File: config.mk
export PLATFORM = sky130hd
export DESIGN_NAME = terminal_escape_tokenizer
export DESIGN_NICKNAME = d
export VERILOG_FILES = /design/src/sv/tet_pkg.sv /design/src/sv/tet_decode.sv /design/src/sv/tet_res_fifo.sv /design/src/sv/terminal_escape_tokenizer.sv
export SDC_FILE = /design/constraint.sdc
export NUM_CORES = 1
export LEC_CHECK = 0
export BUFFER_PORTS_ARGS = -buffer_cell sky130_fd_sc_hd__buf_2
export CORE_MARGIN = 4
export CORE_UTILIZATION = 55
export CTS_BUF_LIST = sky130_fd_sc_hd__clkbuf_4 sky130_fd_sc_hd__clkbuf_8
export DETAILED_ROUTE_END_ITERATION = 10
export PLACE_DENSITY = 0.72
export SLEW_MARGIN = 20
export SYNTH_ARGS = -nofsm -noshare
export SYNTH_HDL_FRONTEND = slang
export SYNTH_SLANG_ARGS = --single-unit
export TNS_END_PERCENT = 20
File: constraint.sdc
create_clock -name i_clk -period 5 [get_ports i_clk]
set_input_delay 0.5 -clock i_clk [delete_from_list [all_inputs] [get_ports i_clk]]
set_output_delay 0.5 -clock i_clk [all_outputs]
set_load 0.05 [all_outputs]
File: src/sv/tet_pkg.sv
// ----------------------------------------------------------------------------
// tet_pkg
// Shared types and constants of the terminal escape tokenizer.
// ----------------------------------------------------------------------------
package tet_pkg;

    localparam int BYTE_W  = 8;
    localparam int KIND_W  = 4;
    localparam int FIFO_DEPTH = 4;
    localparam int PTR_W   = $clog2(FIFO_DEPTH);
    localparam int CNT_W   = $clog2(FIFO_DEPTH + 1);

    localparam logic [BYTE_W-1:0] CH_ESC   = 8'h1B;
    localparam logic [BYTE_W-1:0] CH_BEL   = 8'h07;
    localparam logic [BYTE_W-1:0] CH_CR    = 8'h0D;
    localparam logic [BYTE_W-1:0] CH_LF    = 8'h0A;
    localparam logic [BYTE_W-1:0] CH_CARET = 8'h5E;
    localparam logic [BYTE_W-1:0] CH_DOT   = 8'h2E;
    localparam logic [BYTE_W-1:0] CH_BSL   = 8'h5C;
    localparam logic [BYTE_W-1:0] CH_LBRK  = 8'h5B;
    localparam logic [BYTE_W-1:0] CH_RBRK  = 8'h5D;
    localparam logic [BYTE_W-1:0] CH_HASH  = 8'h23;
    localparam logic [BYTE_W-1:0] CH_P     = 8'h50;
    localparam logic [BYTE_W-1:0] CH_LPAR  = 8'h28;
    localparam logic [BYTE_W-1:0] CTRL_OFS = 8'h40;

    typedef enum logic [6:0] {
        MODE_NORMAL  = 7'b0000001,
        MODE_ESCAPE  = 7'b0000010,
        MODE_CSI     = 7'b0000100,
        MODE_OSC     = 7'b0001000,
        MODE_DCS     = 7'b0010000,
        MODE_CHARSET = 7'b0100000,
        MODE_LINEATT = 7'b1000000
    } t_mode;

    typedef enum logic [KIND_W-1:0] {
        K_LITERAL  = 4'd0,
        K_CARRIAGE = 4'd1,
        K_NEWLINE  = 4'd2,
        K_ESCFINAL = 4'd3,
        K_CHARSET  = 4'd4,
        K_LINEATT  = 4'd5,
        K_CSIBODY  = 4'd6,
        K_CSIEND   = 4'd7,
        K_OSCBODY  = 4'd8,
        K_OSCEND   = 4'd9,
        K_DCSBODY  = 4'd10,
        K_DCSEND   = 4'd11
    } t_kind;

    typedef struct packed {
        t_kind             kind;
        logic [BYTE_W-1:0] value;
        logic              last;
    } t_res;

    typedef struct packed {
        t_mode      mode;
        logic       held;
        logic [1:0] cnt;
        t_res       res0;
        t_res       res1;
    } t_dec;

endpackage

File: src/sv/tet_decode.sv
// ----------------------------------------------------------------------------
// tet_decode
// Combinational tokenizer step: parser state and one byte in, next state
// and up to two result tokens out.
// ----------------------------------------------------------------------------
module tet_decode (
    input  tet_pkg::t_mode              i_mode,
    input  logic                        i_held,
    input  logic [tet_pkg::BYTE_W-1:0]  i_byte,
    input  logic                        i_restart,
    output tet_pkg::t_dec               o_dec
);
    import tet_pkg::*;

    t_mode             mode_eff;
    logic              held_eff;
    logic [BYTE_W-1:0] b;
    t_kind             k0, k1, ek, bk, endk;
    logic [BYTE_W-1:0] v0, v1, ev;
    logic              e_has;

    assign b        = i_byte;
    assign mode_eff = i_restart ? MODE_NORMAL : i_mode;
    assign held_eff = i_restart ? 1'b0 : i_held;

    always_comb begin
        o_dec.mode = MODE_NORMAL;
        o_dec.held = held_eff;
        o_dec.cnt  = 2'd0;
        k0 = K_LITERAL;
        v0 = b;
        k1 = K_LITERAL;
        v1 = b;
        ek = K_LITERAL;
        ev = b;
        e_has = 1'b0;
        bk   = (mode_eff == MODE_OSC) ? K_OSCBODY : K_DCSBODY;
        endk = (mode_eff == MODE_OSC) ? K_OSCEND  : K_DCSEND;
        case (mode_eff)
            MODE_ESCAPE: begin
                if (b == CH_LBRK) begin
                    o_dec.mode = MODE_CSI;
                end else if (b == CH_HASH) begin
                    o_dec.mode = MODE_LINEATT;
                end else if (b == CH_RBRK) begin
                    o_dec.mode = MODE_OSC;
                    o_dec.held = 1'b0;
                end else if (b == CH_P) begin
                    o_dec.mode = MODE_DCS;
                    o_dec.held = 1'b0;
                end else if (b == CH_LPAR) begin
                    o_dec.mode = MODE_CHARSET;
                end else begin
                    k0 = K_ESCFINAL;
                    o_dec.cnt = 2'd1;
                end
            end
            MODE_CHARSET: begin
                k0 = K_CHARSET;
                o_dec.cnt = 2'd1;
            end
            MODE_LINEATT: begin
                k0 = K_LINEATT;
                o_dec.cnt = 2'd1;
            end
            MODE_CSI: begin
                k0 = K_CSIBODY;
                o_dec.mode = MODE_CSI;
                o_dec.cnt = 2'd1;
                if (b inside {[8'h40:8'h7E]}) begin
                    k1 = K_CSIEND;
                    o_dec.cnt = 2'd2;
                    o_dec.mode = MODE_NORMAL;
                end
            end
            MODE_OSC, MODE_DCS: begin
                o_dec.mode = mode_eff;
                if (held_eff && b == CH_BSL) begin
                    o_dec.held = 1'b0;
                    o_dec.mode = MODE_NORMAL;
                    k0 = endk;
                    o_dec.cnt = 2'd1;
                end else begin
                    o_dec.held = 1'b0;
                    // The token this byte makes on its own, placed after a
                    // released ESC when one was held.
                    if (mode_eff == MODE_OSC && b == CH_BEL) begin
                        o_dec.mode = MODE_NORMAL;
                        ek = endk;
                        e_has = 1'b1;
                    end else if (b == CH_ESC) begin
                        o_dec.held = 1'b1;
                    end else begin
                        ek = bk;
                        e_has = 1'b1;
                    end
                    if (held_eff) begin
                        k0 = bk;
                        v0 = CH_ESC;
                        k1 = ek;
                        v1 = ev;
                        o_dec.cnt = e_has ? 2'd2 : 2'd1;
                    end else begin
                        k0 = ek;
                        v0 = ev;
                        o_dec.cnt = e_has ? 2'd1 : 2'd0;
                    end
                end
            end
            default: begin
                if (b == CH_ESC) begin
                    o_dec.mode = MODE_ESCAPE;
                end else if (b == CH_CR) begin
                    k0 = K_CARRIAGE;
                    o_dec.cnt = 2'd1;
                end else if (b == CH_LF) begin
                    k0 = K_NEWLINE;
                    o_dec.cnt = 2'd1;
                end else if (b[BYTE_W-1] || (b inside {[8'h20:8'h7E]})) begin
                    k0 = K_LITERAL;
                    o_dec.cnt = 2'd1;
                end else if (b inside {[8'h00:8'h1F]}) begin
                    k0 = K_LITERAL;
                    v0 = CH_CARET;
                    k1 = K_LITERAL;
                    v1 = b + CTRL_OFS;
                    o_dec.cnt = 2'd2;
                end else begin
                    k0 = K_LITERAL;
                    v0 = CH_DOT;
                    o_dec.cnt = 2'd1;
                end
            end
        endcase
        o_dec.res0 = '{kind: k0, value: v0, last: (o_dec.cnt == 2'd1)};
        o_dec.res1 = '{kind: k1, value: v1, last: 1'b1};
    end

endmodule

File: src/sv/tet_res_fifo.sv
// ----------------------------------------------------------------------------
// tet_res_fifo
// Small result queue that takes zero, one or two tokens per cycle and
// hands out one per cycle while the reader pops.
// ----------------------------------------------------------------------------
module tet_res_fifo (
    input  logic                       i_clk,
    input  logic                       i_rst_n,
    input  logic [1:0]                 i_push_cnt,
    input  tet_pkg::t_res              i_res0,
    input  tet_pkg::t_res              i_res1,
    input  logic                       i_pop,
    output logic                       o_room,
    output logic                       o_valid,
    output tet_pkg::t_res              o_res,
    output logic [tet_pkg::CNT_W-1:0]  o_count
);
    import tet_pkg::*;

    t_res             r_mem [FIFO_DEPTH];
    logic [PTR_W-1:0] r_wr, r_rd;
    logic [CNT_W-1:0] r_count;
    logic [PTR_W-1:0] wr1;
    logic             pop;

    assign wr1     = r_wr + PTR_W'(1);
    assign o_valid = (r_count != '0);
    assign o_res   = r_mem[r_rd];
    // Room for a full pair, whatever leaves this cycle.
    assign o_room  = (r_count <= CNT_W'(FIFO_DEPTH - 2));
    assign o_count = r_count;
    assign pop     = i_pop && o_valid;

    always_ff @(posedge i_clk) begin
        if (i_push_cnt != 2'd0) begin
            r_mem[r_wr] <= i_res0;
        end
        if (i_push_cnt == 2'd2) begin
            r_mem[wr1] <= i_res1;
        end
    end

    always_ff @(posedge i_clk) begin
        if (!i_rst_n) begin
            r_wr    <= '0;
            r_rd    <= '0;
            r_count <= '0;
        end else begin
            r_wr    <= r_wr + PTR_W'(i_push_cnt);
            r_rd    <= r_rd + PTR_W'(pop);
            r_count <= r_count + CNT_W'(i_push_cnt) - CNT_W'(pop);
        end
    end

endmodule

File: src/sv/terminal_escape_tokenizer.sv
// ----------------------------------------------------------------------------
// terminal_escape_tokenizer
// Tokenizes a terminal byte stream into text, control and escape-sequence
// events.
// ----------------------------------------------------------------------------
// One byte is taken per transfer on the slave side, and the block accepts a
// byte in every cycle as long as its four-entry result queue has room for a
// pair of tokens. A byte is held in the input register until the queue has
// room, decoded there against the parser mode and the held-ESC flag, and its
// tokens (none, one or two) are written into the result queue; the first
// token is offered from there. The output side moves one token per transfer.
// A byte that makes two tokens (a control character shown as '^' and a
// letter, a CSI final byte with its end event, or a released ESC followed by
// the current byte) occupies the output for both of its tokens. The
// sustained rate is one byte per cycle for ordinary text while the output
// side is ready, and drops to the output rate while two-token bytes arrive.
// tlast marks the last token that a byte produces; bytes that only change
// mode produce nothing.
// Setting the restart flag in tuser returns the parser to normal mode and
// drops any held ESC before that byte is decoded.
// ----------------------------------------------------------------------------
module terminal_escape_tokenizer (
    input  logic        i_clk,
    input  logic        i_rst_n,
    input  logic        i_s_axis_tvalid,
    output logic        o_s_axis_tready,
    input  logic [7:0]  i_s_axis_tdata,   // [7:0] byte_in
    input  logic [0:0]  i_s_axis_tuser,   // [0] restart
    output logic        o_m_axis_tvalid,
    input  logic        i_m_axis_tready,
    output logic [7:0]  o_m_axis_tdata,   // [7:0] value
    output logic [3:0]  o_m_axis_tuser,   // [3:0] kind
    output logic        o_m_axis_tlast
);
    import tet_pkg::*;

    // Input register.
    logic              r_in_vld;
    logic [BYTE_W-1:0] r_in_byte;
    logic              r_in_restart;

    // Parser state.
    t_mode r_mode;
    logic  r_held;

    t_dec             dec;
    t_res             res_out;
    logic             room;
    logic             consume;
    logic [1:0]       push_cnt;
    logic [CNT_W-1:0] q_count;

    // The byte in the input register is decoded and retired only when the
    // queue can take both of its possible tokens.
    assign consume         = r_in_vld && room;
    assign o_s_axis_tready = !r_in_vld || consume;
    assign push_cnt        = consume ? dec.cnt : 2'd0;

    always_ff @(posedge i_clk) begin
        if (!i_rst_n) begin
            r_in_vld <= 1'b0;
        end else if (o_s_axis_tready) begin
            r_in_vld <= i_s_axis_tvalid;
        end
    end

    always_ff @(posedge i_clk) begin
        if (o_s_axis_tready && i_s_axis_tvalid) begin
            r_in_byte    <= i_s_axis_tdata;
            r_in_restart <= i_s_axis_tuser[0];
        end
    end

    always_ff @(posedge i_clk) begin
        if (!i_rst_n) begin
            r_mode <= MODE_NORMAL;
            r_held <= 1'b0;
        end else if (consume) begin
            r_mode <= dec.mode;
            r_held <= dec.held;
        end
    end

    tet_decode u_decode (
        .i_mode    (r_mode),
        .i_held    (r_held),
        .i_byte    (r_in_byte),
        .i_restart (r_in_restart),
        .o_dec     (dec)
    );

    tet_res_fifo u_fifo (
        .i_clk      (i_clk),
        .i_rst_n    (i_rst_n),
        .i_push_cnt (push_cnt),
        .i_res0     (dec.res0),
        .i_res1     (dec.res1),
        .i_pop      (i_m_axis_tready),
        .o_room     (room),
        .o_valid    (o_m_axis_tvalid),
        .o_res      (res_out),
        .o_count    (q_count)
    );

    assign o_m_axis_tdata = res_out.value;
    assign o_m_axis_tuser = res_out.kind;
    assign o_m_axis_tlast = res_out.last;

    // The queue never holds more than its depth.
    a_no_overflow: assert property (@(posedge i_clk) disable iff (!i_rst_n)
        q_count <= CNT_W'(FIFO_DEPTH))
        else $error("result queue overflow");

    // A token without tlast is always followed by its partner in the queue.
    a_pair_whole: assert property (@(posedge i_clk) disable iff (!i_rst_n)
        (o_m_axis_tvalid && !o_m_axis_tlast) |-> (q_count >= CNT_W'(2)))
        else $error("first token of a pair without its second");

    // An ESC is only ever held inside an OSC or DCS string.
    a_held_mode: assert property (@(posedge i_clk) disable iff (!i_rst_n)
        r_held |-> (r_mode == MODE_OSC || r_mode == MODE_DCS))
        else $error("held ESC outside OSC or DCS");

    // The parser state moves only when a byte is decoded.
    a_state_hold: assert property (@(posedge i_clk) disable iff (!i_rst_n)
        !consume |=> ($stable(r_mode) && $stable(r_held)))
        else $error("parser state changed without a byte");

endmodule
==> results.tsv <==
stage	metric	value	unit
outcome	status	finished, final reports clean	
setup_path	CP Max Fanout	5	
final_layout	# diodes	0	
setup_path	Required @ worst endpoint	5.24	ns
setup_path	reg2reg path depth	14	
power	P_leak	1.69	nW
global_route	pin count of the biggest net entering global routing	20	
placed_design	pre-CTS setup slack	1.25	ns
global_route	GRT overflow	0	
yosys	Commonest cells post-synth	edfxtp_1 (57), nand2_1 (26), nor2_1 (23)	
die	# rows	32	
yosys	EDFF count, synth	57	
clocking	clk buf depth	2	
global_route	antenna violations before repair	0	
detailed_routing	DR DRC count	0	
timing	WHS	0.315	ns
clocking	CTS Root Cell	clkbuf_8	
final_layout	register area	2110	sq um
global_route	first-pass GRT wire length	17200	microns
timing	Slew Limit Fails	0	
yosys	Yosys reg bits	77	
setup_path	crit end category	register	
clocking	hold_buf cts	0	
yosys	Yosys top cell area share	38.2	%
placed_design	GP Congestion	0.934	
setup_path	reg-to-reg critical path endpoint	u_fifo.o_count[2]	
final_layout	P&R area growth vs syn	6.90	%
clocking	CTS sink cnt	77	
timing	Worst Slack Setup Final	1.14	ns
yosys	count of different cell masters after synthesis	64	
yosys	Post-Syn Instances	404	
final_layout	design area	4790	sq um
yosys	count leader, synth	edfxtp_1	
worst_hold_path	hold path cells	1	
global_route	All-Layer GR Usage	22.8	%
die	Initial Util	57.3	%
setup_path	Crit Path Class	register to register	
clocking	clk_lat worst skew	0.36	ns
die	Die ar.	9650	sq um
setup_path	crit path capture	u_fifo.o_count[2]	
setup_path	Reg2Reg Launch Point	r_in_byte[6]	
timing	worst-margin pin slew	0.937	ns
detailed_routing	DR vias/cell	6.62	
timing	RSZ-0062 raised after global routing	false	
final_layout	final net count	440	
timing	final hold viol count	0	
die	Die Y-Extent	98.2	microns
timing	period utilization	77.1	%
clocking	CTS HTree Levels	3	
yosys	Yosys top cell by area	edfxtp_1	
final_layout	share of cells above drive strength 1	16.4	%
yosys	Avg Inst Size Synth	11.1	sq um
yosys	synthesized net count	428	
timing	FMAX	259	MHz
detailed_routing	number of DRC markers in iteration 0	385	
power	P per Cell Area	383	nW/um^2
power	Design Power	1.83	mW
placed_design	Inst Count DP	507	
detailed_routing	Routed Antenna Nets	0	
yosys	Synth async-reset ratio	0	%
timing	min Tclk post-route	3.86	ns
final_layout	Multi-input gate area	2170	sq um
setup_path	flop-to-flop setup slack	1.14	ns
die	core area	7810	sq um
detailed_routing	DRT Wirelength	10800	microns
job	Max Cap Viol	0	
worst_hold_path	worst hold path type	primary input to register	
die	Top Ports	28	
clocking	CTS buffer count	9	
timing	final count of negative-setup-slack endpoints	0	
die	Die Wd	98.2	microns
clocking	CTS tree	built	
yosys	ranking of synthesized cells by area	edfxtp_1 (38%), dfxtp_1 (8.9%), mux4_2 (6.5%)	
final_layout	filler cell count	668	
placed_design	DP Wirelength	8100	microns
clocking	post_cts resized	0	
final_layout	Final Util	61.3	%
setup_path	CP startpoint kind	register	
detailed_routing	DRT Pass-1 Iters	5	
timing	Final Skew	0.0116	ns
placed_design	IO buf count	27	
clocking	number of setup buffers added after CTS	0	
detailed_routing	Vias	3464	
final_layout	Layout Cells excl Fill	523	
setup_path	critical path launch point	r_in_byte[6]	
timing	slew margin rel.	36.9	%
placed_design	Area after DPL	4600	sq um
yosys	Cell Area, Synth	4480	sq um
setup_path	Worst Path Arrival	4.10	ns
yosys	Main synth FF type	edfxtp_1	
clocking	Worst-path clk slew	0.09	ns
yosys	post-synthesis sequential area ratio	47.2	%
yosys	synth warn	0	
power	worst vdd rail ir drop	0.310	mV
detailed_routing	routed len/inst	20.7	microns
global_route	vias in the first global route	3203	
timing	Final TNS setup	0	ns
-- cell type report --
type	count	share of cell area, %
timing repair buffer	28	2.98
multi-input combinational	287	45.4
clock buffer	9	2.59
sequential	77	44.1
tap	102	2.67
inverter	13	1.02
clock inverter	7	1.20
-- cell usage in the layout (no fill, tap or decap), types with 11 or more instances in the layout --
cell,netlist,routed
inv_1,13,13
buf_2,9,27
a22o_1,17,17
o22ai_1,20,20
nor2_1,23,23
dfxtp_1,20,20
a21oi_1,17,17
mux4_2,13,13
nand3_1,14,14
edfxtp_1,57,57
nor3_1,11,11
nand2_1,26,26
-- registers in the layout (all words and copies together), names as in the netlist --
register,cells
r_mode,7
u_fifo.r_rd,2
r_in_byte,8
u_fifo.r_wr,2
r_in_restart,1
u_fifo.o_count,3
r_in_vld,1
r_held,1
u_fifo.r_mem,52
-- worst max-delay path, stage by stage (launching register included) --
cell	delay (ns)
edfxtp_1	0.48
inv_1	0.13
ha_1	0.26
nor2b_1	0.16
nand3_1	0.21
inv_1	0.18
nor4_1	0.69
nand2_1	0.31
a21oi_1	0.31
ha_1	0.19
inv_1	0.05
fa_1	0.39
xnor2_1	0.18
xnor2_1	0.14
nor2_1	0.06
-- worst min-delay path by stage --
stage,start,endpoint,slack (ns)
after global placement,u_fifo.r_mem[0][0],u_fifo.r_mem[0][0],0.46
after detailed placement,u_fifo.r_mem[0][0],u_fifo.r_mem[0][0],0.47
after CTS,i_s_axis_tdata[5],r_in_byte[5],0.30
after global routing,i_s_axis_tdata[5],r_in_byte[5],0.29
after floorplan,u_fifo.r_mem[2][0],u_fifo.r_mem[2][0],0.45
final,i_s_axis_tuser,r_in_restart,0.32
-- logic make-up (layout without fill, tap and decap cells) --
kind of cell	Yosys count	in the layout	share of synthesized area (%)
buf+inv	40	57	4.28
simple gates	136	136	17.1
fa+ha+maj	11	11	3.24
flops	77	77	47.2
xor+xnor	8	8	1.57
compound gates	119	119	20.1
mux	13	13	6.54
-- metal layers --
layer	global-route usage, %	up-vias	share of wire [%]
li1	-	1617	-
met1	31.0	1649	43
met2	37.2	174	49
met3	4.79	24	6.7
met4	6.09	0	2.0
met5	0	-	0
-- power breakdown --
group / leakage, nW / internal [mW] / switching [mW]
combinational: 0.892 / 0.206 / 0.353
sequential: 0.705 / 0.751 / 0.0830
clock: 0.0886 / 0.188 / 0.253
Note: power is estimated with default switching activity, not from simulation.
